`src/rtl/eeb_pkg.sv`:
```
// ----------------------------------------------------------------------------
// eeb_pkg: shared types for the extended Euclid block
// Transaction payloads and the controller/datapath command and status groups.
// ----------------------------------------------------------------------------
package eeb_pkg;

    localparam int DATA_WIDTH_DEFAULT = 64;

    typedef struct packed {
        logic [63:0] operand_a;
        logic [63:0] operand_b;
    } eeb_in_t;

    typedef struct packed {
        logic        [63:0] gcd_value;
        logic signed [63:0] coef_a;
        logic signed [63:0] coef_b;
    } eeb_out_t;

    typedef struct packed {
        logic load;      // take operands, reset coefficients
        logic div_init;  // prime the divider with r / rr
        logic div_step;  // one quotient bit
        logic update;    // rotate remainder and coefficient pairs
        logic capture;   // write result register
    } eeb_cmd_t;

    typedef struct packed {
        logic rr_zero;
        logic div_last;
        logic out_free;
    } eeb_status_t;

endpackage

```
`src/rtl/eeb_datapath.sv`:
```
// ----------------------------------------------------------------------------
// eeb_datapath: remainder and coefficient registers, bit-serial divider
// Restoring division, one quotient bit a cycle; q*uu and q*vv are built by
// shift-and-add alongside, so no multiplier is needed.
// ----------------------------------------------------------------------------
module eeb_datapath
    import eeb_pkg::*;
#(
    parameter int DATA_WIDTH = DATA_WIDTH_DEFAULT
) (
    input  logic        clk,
    input  logic        rst_n,
    input  eeb_cmd_t    cmd,
    input  eeb_in_t     in_data,
    output logic        rr_zero,
    output logic        div_last,
    output eeb_out_t    result
);
    localparam int W     = DATA_WIDTH;
    localparam int CNT_W = (W > 1) ? $clog2(W) : 1;

    logic [W-1:0]     r_reg, rr_reg, u_reg, v_reg, uu_reg, vv_reg;
    logic [W-1:0]     rem_reg, quo_reg, pu_reg, pv_reg;
    logic [CNT_W-1:0] cnt_reg;

    logic [W:0]       rem_t, rem_diff;
    logic             qbit;
    logic [W-1:0]     rem_next, pu_next, pv_next;
    logic signed [W-1:0] u_s, v_s;

    always_comb
    begin
        rem_t    = {rem_reg, quo_reg[W-1]};
        rem_diff = rem_t - {1'b0, rr_reg};
        qbit     = (rem_t >= {1'b0, rr_reg});
        rem_next = qbit ? rem_diff[W-1:0] : rem_t[W-1:0];
        pu_next  = {pu_reg[W-2:0], 1'b0} + (qbit ? uu_reg : '0);
        pv_next  = {pv_reg[W-2:0], 1'b0} + (qbit ? vv_reg : '0);
    end

    always_ff @(posedge clk or negedge rst_n)
    begin
        if (!rst_n)
        begin
            cnt_reg <= '0;
        end
        else if (cmd.div_init)
        begin
            cnt_reg <= CNT_W'(W - 1);
        end
        else if (cmd.div_step)
        begin
            cnt_reg <= cnt_reg - 1'b1;
        end
    end

    always_ff @(posedge clk)
    begin
        if (cmd.load)
        begin
            r_reg  <= in_data.operand_a[W-1:0];
            rr_reg <= in_data.operand_b[W-1:0];
            u_reg  <= W'(1);
            v_reg  <= '0;
            uu_reg <= '0;
            vv_reg <= W'(1);
        end
        else if (cmd.update)
        begin
            r_reg  <= rr_reg;
            u_reg  <= uu_reg;
            v_reg  <= vv_reg;
            rr_reg <= rem_reg;
            uu_reg <= u_reg - pu_reg;
            vv_reg <= v_reg - pv_reg;
        end
        if (cmd.div_init)
        begin
            rem_reg <= '0;
            quo_reg <= r_reg;
            pu_reg  <= '0;
            pv_reg  <= '0;
        end
        else if (cmd.div_step)
        begin
            rem_reg <= rem_next;
            quo_reg <= {quo_reg[W-2:0], 1'b0};
            pu_reg  <= pu_next;
            pv_reg  <= pv_next;
        end
    end

    assign u_s      = u_reg;
    assign v_s      = v_reg;
    assign rr_zero  = (rr_reg == '0);
    assign div_last = (cnt_reg == '0);

    always_comb
    begin
        result.gcd_value = 64'(r_reg);
        result.coef_a    = 64'(u_s);
        result.coef_b    = 64'(v_s);
    end

endmodule

```
`src/rtl/eeb_ctrl.sv`:
```
// ----------------------------------------------------------------------------
// eeb_ctrl: sequencer for the extended Euclid block
// Load, test remainder, run one division, rotate, repeat; then hand off.
// ----------------------------------------------------------------------------
module eeb_ctrl
    import eeb_pkg::*;
(
    input  logic        clk,
    input  logic        rst_n,
    input  logic        in_valid,
    output logic        in_ready,
    input  eeb_status_t status,
    output eeb_cmd_t    cmd
);
    localparam logic [2:0] S_IDLE = 3'd0;
    localparam logic [2:0] S_CHK  = 3'd1;
    localparam logic [2:0] S_DIV  = 3'd2;
    localparam logic [2:0] S_UPD  = 3'd3;
    localparam logic [2:0] S_OUT  = 3'd4;

    logic [2:0] state_reg, state_next;

    always_comb
    begin
        state_next = state_reg;
        cmd        = '0;
        in_ready   = 1'b0;
        unique case (state_reg)
            S_IDLE:
            begin
                in_ready = 1'b1;
                if (in_valid)
                begin
                    cmd.load   = 1'b1;
                    state_next = S_CHK;
                end
            end
            S_CHK:
            begin
                if (status.rr_zero)
                begin
                    state_next = S_OUT;
                end
                else
                begin
                    cmd.div_init = 1'b1;
                    state_next   = S_DIV;
                end
            end
            S_DIV:
            begin
                cmd.div_step = 1'b1;
                if (status.div_last)
                begin
                    state_next = S_UPD;
                end
            end
            S_UPD:
            begin
                cmd.update = 1'b1;
                state_next = S_CHK;
            end
            S_OUT:
            begin
                if (status.out_free)
                begin
                    cmd.capture = 1'b1;
                    state_next  = S_IDLE;
                end
            end
            default:
            begin
                state_next = S_IDLE;
            end
        endcase
    end

    always_ff @(posedge clk or negedge rst_n)
    begin
        if (!rst_n)
        begin
            state_reg <= S_IDLE;
        end
        else
        begin
            state_reg <= state_next;
        end
    end

endmodule

```
`src/rtl/extended_euclid_bezout_64.sv`:
```
// ----------------------------------------------------------------------------
// extended_euclid_bezout_64: gcd with Bezout coefficients
// Extended Euclid over DATA_WIDTH-bit unsigned operands, iterative.
// ----------------------------------------------------------------------------
// Usage:
//  - Input channel in_valid/in_ready/in_data carries operand_a and operand_b;
//    only the low DATA_WIDTH bits are used.
//  - Output channel out_valid/out_ready/out_data returns gcd_value and the
//    signed coefficients coef_a, coef_b with gcd = coef_a*a + coef_b*b
//    (mod 2^DATA_WIDTH), sign-extended to 64 bits.
//  - One result transaction per input transaction, in order.
//  - K is the number of remainder steps that a transaction takes
//    (0 when b is zero, at most about 93 for 64-bit operands). Each step
//    runs a restoring divider one quotient bit per cycle, which sets the
//    rate; one transaction is in work at a time.
//  - Input is taken again the cycle after the result is registered.
//  - The result sits in an output register, so a new transaction is taken
//    while the previous result still waits for out_ready.
//  - If the receiver stalls with the register full, the finished result
//    waits inside until the register frees; input is then held off.
//  - Reset (rst_n, asynchronous, low) empties the output register and
//    returns the sequencer to idle.
// ----------------------------------------------------------------------------
module extended_euclid_bezout_64
    import eeb_pkg::*;
#(
    parameter int DATA_WIDTH = DATA_WIDTH_DEFAULT
) (
    input  logic     clk,
    input  logic     rst_n,
    input  logic     in_valid,
    output logic     in_ready,
    input  eeb_in_t  in_data,
    output logic     out_valid,
    input  logic     out_ready,
    output eeb_out_t out_data
);
    eeb_cmd_t    cmd;
    eeb_status_t status;
    eeb_out_t    result;
    eeb_out_t    out_data_reg;
    logic        out_valid_reg;
    logic        rr_zero, div_last;

    // result register is free when empty or being drained this cycle
    assign status.out_free = !out_valid_reg || out_ready;
    assign status.rr_zero  = rr_zero;
    assign status.div_last = div_last;

    eeb_ctrl u_ctrl (
        .clk      (clk),
        .rst_n    (rst_n),
        .in_valid (in_valid),
        .in_ready (in_ready),
        .status   (status),
        .cmd      (cmd)
    );

    eeb_datapath #(
        .DATA_WIDTH (DATA_WIDTH)
    ) u_datapath (
        .clk      (clk),
        .rst_n    (rst_n),
        .cmd      (cmd),
        .in_data  (in_data),
        .rr_zero  (rr_zero),
        .div_last (div_last),
        .result   (result)
    );

    always_ff @(posedge clk or negedge rst_n)
    begin
        if (!rst_n)
        begin
            out_valid_reg <= 1'b0;
        end
        else if (cmd.capture)
        begin
            out_valid_reg <= 1'b1;
        end
        else if (out_ready)
        begin
            out_valid_reg <= 1'b0;
        end
    end

    always_ff @(posedge clk)
    begin
        if (cmd.capture)
        begin
            out_data_reg <= result;
        end
    end

    assign out_valid = out_valid_reg;
    assign out_data  = out_data_reg;

    // a capture never overwrites a result that has not been taken
    a_no_overwrite: assert property (@(posedge clk) disable iff (!rst_n)
        cmd.capture |-> (!out_valid_reg || out_ready))
        else $error("result register overwritten");

    // divider never runs against a zero divisor
    a_div_nonzero: assert property (@(posedge clk) disable iff (!rst_n)
        cmd.div_init |-> !rr_zero)
        else $error("division by zero started");

    // one transaction in work: no new input straight after an accept
    a_single_item: assert property (@(posedge clk) disable iff (!rst_n)
        (in_valid && in_ready) |=> !in_ready)
        else $error("input taken while busy");

endmodule
```
`config.mk`:
```
export PLATFORM = sky130hd
export DESIGN_NAME = extended_euclid_bezout_64
export DESIGN_NICKNAME = d
export VERILOG_FILES = /design/src/rtl/eeb_pkg.sv /design/src/rtl/eeb_datapath.sv /design/src/rtl/eeb_ctrl.sv /design/src/rtl/extended_euclid_bezout_64.sv
export SDC_FILE = /design/constraint.sdc
export NUM_CORES = 2
export LEC_CHECK = 0
export ABC_CLOCK_PERIOD_IN_PS = 12600
export BUFFER_PORTS_ARGS = -buffer_cell sky130_fd_sc_hd__buf_4
export CAP_MARGIN = 5
export CORE_UTILIZATION = 39
export CTS_CLUSTER_SIZE = 20
export DETAILED_ROUTE_END_ITERATION = 8
export GPL_TIMING_DRIVEN = 1
export HOLD_SLACK_MARGIN = 0.02
export PLACE_DENSITY_LB_ADDON = 0.2
export SLEW_MARGIN = 20
export SYNTH_ARGS = -nofsm -noshare
export SYNTH_HDL_FRONTEND = slang
export SYNTH_SLANG_ARGS = --single-unit
export TNS_END_PERCENT = 20
```
`constraint.sdc`:
```
create_clock -name clk -period 12.6 [get_ports clk]
set_input_delay 0.63 -clock clk [delete_from_list [all_inputs] [get_ports clk]]
set_output_delay 0.63 -clock clk [all_outputs]
set_load 0.005 [all_outputs]
```
# Word-level counts from Yosys, hierarchy flattened
# Cells that the tools add are included.
# W data, S select, Z words.
[totals]
ff_bits = 842
[op_classes]
addsub = 6
reduce_logical = 9
muxes = 27
n_eq_ne = 7
n_lt_le_gt_ge = 1
[op_table]
columns = ["operator", "n"]
rows = [
  ["$mux W64", 9],
  ["$sub A64 B64 Y64", 3],
  ["$add A64 B64 Y64", 2],
  ["$ge A65 B64 Y1", 1],
  ["$logic_not A64 Y1", 1],
  ["$pmux W3 S5", 1],
  ["$mux W3", 4],
  ["$mux W6", 2],
  ["$mux W1", 11],
  ["$eq A3 B2 Y1 const B", 2],
  ["$logic_not A6 Y1", 1],
  ["$ne A2 B2 Y1 const B", 3],
  ["$reduce_bool A2 Y1", 3],
  ["$sub A6 B1 Y6 const B", 1],
  ["$eq A3 B1 Y1 const B", 1],
  ["$eq A3 B3 Y1 const B", 1],
  ["$logic_not A3 Y1", 1],
  ["$reduce_and A3 Y1", 1],
  ["$logic_not A1 Y1", 1],
  ["$logic_or A1 B1 Y1", 1],
]

# Longest topological paths before layout
[depth]
ltp_word = 5
mapped_depth = 27
depth_no_buf = 23

# Hierarchy
# A second synthesis with hierarchy kept.
[hier_totals]
cells_unflattened = 5222
area_unflattened_um2 = 48896.9
[modules_own_cells]
columns = ["module", "cells_each", "instances", "area_per_inst_um2", "seq_area_each_um2"]
rows = [
  ["eeb_datapath", 5007, 1, 42906.2, 14884.3],
  ["extended_euclid_bezout_64", 195, 1, 5813.1, 5790.6],
  ["eeb_ctrl", 20, 1, 177.7, 75.1],
]

# Worst setup path after synthesis
# No wires, ideal clock.
[synth_timing]
kind = "input to register"
startpoint = "in out_ready"
endpoint = "reg out_data_reg (netlist bit out_data[0]) (enable)"
slack_ns = 6.831
stages = 2
path_buffers = 0
setup_ns = 0.577
arrival_ns = 5.192
path_cell_list = "nand2b_1 and3_1"
[synth_rtl]
columns = ["element", "line_no", "source"]
rows = [
  ["from (decl)", "extended_euclid_bezout_64.sv:35", "input logic out_ready,"],
  ["to (signal assigned)", "extended_euclid_bezout_64.sv:91", "out_data_reg <= result;"],
  ["to (decl)", "extended_euclid_bezout_64.sv:41", "eeb_out_t out_data_reg;"],
]

# Worst setup path in the final report
[layout_timing]
startpoint = "reg u_datapath.rr_reg[23]"
endpoint = "reg u_datapath.pu_reg[48]"
[layout_via]
elab_chain_len = 3
elab_cells_between_ends = 6
cone_classes = "add/sub: 1; order compare: 1; mux: 3; reduce/logical: 1"
[layout_lines]
columns = ["element", "line_no", "source"]
rows = [
  ["from (decl)", "eeb_datapath.sv:22", "logic [W-1:0] r_reg, rr_reg, u_reg, v_reg, uu_reg, vv_reg;"],
  ["from (signal assigned)", "eeb_datapath.sv:62", "rr_reg <= in_data.operand_b[W-1:0];"],
  ["from (signal assigned)", "eeb_datapath.sv:73", "rr_reg <= rem_reg;"],
  ["$ge A65 B64 Y1 or $logic_not A64 Y1 (tied branches)", "eeb_datapath.sv:35, eeb_datapath.sv:95", ""],
  ["$mux W64 or $mux W1 (tied branches)", "eeb_datapath.sv:37, eeb_ctrl.sv:40", ""],
  ["$add A64 B64 Y64 or $mux W1 (tied branches)", "eeb_datapath.sv:37, eeb_ctrl.sv:28", ""],
  ["to (signal assigned)", "eeb_datapath.sv:88", "pu_reg <= pu_next;"],
  ["to (decl)", "eeb_datapath.sv:23", "logic [W-1:0] rem_reg, quo_reg, pu_reg, pv_reg;"],
]
# Parallel ways exist; a longest one is shown, timed or not.
# A chain may end at the register's enable or synchronous reset.

==> impl_metrics.tcl <==
set metrics [dict create \
    status "finished, final reports clean" \
    dp_slack_ps 5190 \
    wl_per_cell_um 20.2 \
    diodes 0 \
    worstSetupStartpointType "flip-flop" \
    slowest_delay_ps 880 \
    final_area_um2 56000 \
    final_common_cell "nand2_1" \
    reg2reg_slack_ps 5140 \
    grt_max_degree 187 \
    dr_total_vias 41286 \
    vdd_drop_max_mv 0.152 \
    whs_path_depth 3 \
    grt_antenna_before_repair 2 \
    worstReg2RegEnd "u_datapath.pu_reg[48]" \
    grt_pass1_vias 39488 \
    maxCapViolCount 0 \
    netlist_area_um2 49200 \
    yosysSeqAreaShare_pct 42.2 \
    hpwlAfterDp_mm 109 \
    power_leakage_nw 23.0 \
    drt_pass1_iterations 6 \
    p_switching_w 0.00720 \
    die-area_um2 128000 \
    r2r_cells 23 \
    clkSinkCount 842 \
    start_util_pct 39.5 \
    pwr-share-seq_pct 27.1 \
    drv_slew 0 \
    slew_headroom_pct 26.2 \
    nets 6201 \
    combPwrFrac_pct 54.6 \
    crit_slowest_cell "o21a_4" \
    totalWireLength_mm 151 \
    rsz0062_at_grt "no" \
    yosys_warnings 0 \
    numPortBuffers 325 \
    io_pins 326 \
    syn-num-nets 6070 \
    synth_cell_types 92 \
    area_growth_pct 13.9 \
    power_density_nw_per_um2 287 \
    cts_buffers 97 \
    max_freq_ghz 0.134 \
    final_cell_mix "1033 x nand2_1, 554 x a21oi_1, 448 x dfxtp_1" \
    synth-edff-count 384 \
    hold_viol_final 0 \
    h-tree-depth 3 \
    path_class "reg2reg" \
    clock_latency_ps 730 \
    dieHeight_um 357 \
    cp.arrival_ps 8020 \
    core_um2 124000 \
    grt_overflow 0 \
    cts_setup_buffers 0 \
    hold_start "in_data[18]" \
    syn_area_per_cell_um2 8.75 \
    hold_class "in2reg" \
    setup_slack_ps 5140 \
    whs_endpoint "u_datapath.rr_reg[18]" \
    drc 0 \
    p_clk_share_pct 18.3 \
    place.gp.congestion 0.926 \
    ys_ff_latch 842 \
    async_flop_share_pct 1.19 \
    r2r_start "u_datapath.rr_reg[23]" \
    finalClockSkew_ps 41.4 \
    cp_data_required_time_ps 13150 \
    tns_ps 0 \
    internal_power_w 0.00887 \
    synthCells 5617 \
    clock_path_buffers 3 \
    largest_reg_flops 192 \
    cp-end-kind "flip-flop" \
    drive_above_1_share_pct 11.1 \
    period_minus_slack_ps 7460 \
    worst_pin_slew_ps 1110 \
    period_share_pct 59.2 \
    fin_util_pct 45.0 \
    num_rows 129 \
    viasPerCell 5.53 \
    cts_tree "done" \
    clockRootBuffer "clkbuf_16" \
    setup_viol 0 \
    die_w_um 357 \
    path_clk_slew_ps 60 \
    grt_util_all_layers_pct 23.1 \
    dominantRegCellSynth "dfxtp_1" \
    cp_max_fo 81 \
    drt_iter0_drc 3405 \
    path_cells "inv_1 -> ha_1 -> nand4_4 -> or4_1 -> nor2_1 -> o2111ai_1 -> o211a_2 -> a21oi_2 -> o21a_4 -> buf_4 -> and2_1 -> ha_1 -> a211oi_1 -> o211ai_1 -> a31oi_1 -> o21ai_1 -> a31o_2 -> a41oi_2 -> o21ba_2 -> o21ai_0 -> a21oi_1 -> mux2i_1 -> o211ai_1" \
    grt_pass1_wl_mm 232 \
    post_dp_cell_area_um2 52700 \
    p_sw_share_pct 44.8 \
    drtAntennaViolNets 0 \
]
-- how the worst max path moves through the flow --
stage	from	to	slack [ps]
final	u_datapath.rr_reg[23]	u_datapath.pu_reg[48]	5140
after global routing	u_datapath.rr_reg[23]	u_datapath.pu_reg[47]	4680
after CTS	u_datapath.rr_reg[16]	u_datapath.pu_reg[48]	5130
after detailed placement	u_datapath.rr_reg[16]	u_datapath.pu_reg[48]	5190
after global placement	u_datapath.rr_reg[16]	u_datapath.pu_reg[47]	5380
after floorplan	out_ready	out_data[0]	6830
-- metrics by stage --
stage	hold WS, ps	instances	power, W
after floorplan	334	5617	0.0107
after global placement	427	7285	0.0131
after detailed placement	432	7285	0.0131
after CTS	132	7470	0.0161
after global routing	161	7470	0.0172
final	184	7470	0.0161
-- per-layer routing --
metal | part of all wire, % | GRT usage (%) | vias up
met1 | 49 | 33.5 | 19740
met5 | 0 | 0 | -
met4 | 1.9 | 5.77 | 0
li1 | - | - | 20295
met2 | 44 | 36.3 | 1080
met3 | 5.2 | 2.65 | 171
-- synthesized netlist by cell type, drive strengths merged (26+ instances only) --
cell type	n	area share, %
a211oi	53	0.86
a21o	197	3.0
a21oi	559	5.7
a31oi	51	0.65
and2	150	1.9
and3	42	0.53
buf	47	0.53
clkbuf	273	2.1
dfxtp	448	18
edfxtp	384	23
ha	316	8.0
inv	269	2.1
mux2	63	1.4
nand2	1035	7.9
nand2b	35	0.45
nand3	84	0.87
nand4	83	1.1
nor2	242	1.8
nor2b	34	0.43
nor3	60	0.63
nor4	28	0.36
o211ai	26	0.40
o21a	33	0.52
o21ai	333	3.4
o21bai	62	0.95
o22ai	117	1.5
xnor2	157	2.8
xor2	134	2.4
-- cell type report --
type	instances	area (µm²)
Clock buffer	132	2710
Sequential cell	842	20700
Clock inverter	52	611
Tap cell	1637	2050
Timing Repair Buffer	352	2680
Inverter	269	1020
Fill cell	12178	68400
Multi-Input combinational cell	4186	26200
-- repair_timing --
| action | CTS | global route |
|---|---|---|
| gates resized for setup | 0 | 0 |
| hold buffers | 1 | 0 |
| endpoints found under the hold margin | 10 | 0 |
-- worst max-delay path, delay by kind of cell, from the launching register on --
family / cells / cell delay (ps)
AOI/OAI and AO/OA: 14 / 3840
adders and majority gates: 2 / 740
buffers and inverters: 2 / 800
DFF: 1 / 420
muxes: 1 / 200
and+or+nand+nor: 4 / 1180
-- cell families (layout without fill, tap and decap cells) --
group	after synthesis	after routing	share of synthesized area [%]
AOI/OAI and AO/OA	1626	1626	20.7
xor gates and xnor gates	291	291	5.18
adders and majority gates	321	321	8.24
buffers and inverters	589	805	4.70
DFF	842	842	42.2
muxes	80	80	1.79
and+or+nand+nor	1868	1868	17.1
-- power by group through the flow --
stage	combinational (W)	sequential [W]	clock [W]
after floorplan	0.00655	0.00415	0
after global placement	0.00866	0.00439	0
after detailed placement	0.00865	0.00440	0
after CTS	0.00872	0.00435	0.00302
after global routing	0.00964	0.00443	0.00313
final	0.00877	0.00435	0.00295
No activity file was read; power rests on OpenSTA's default activity.
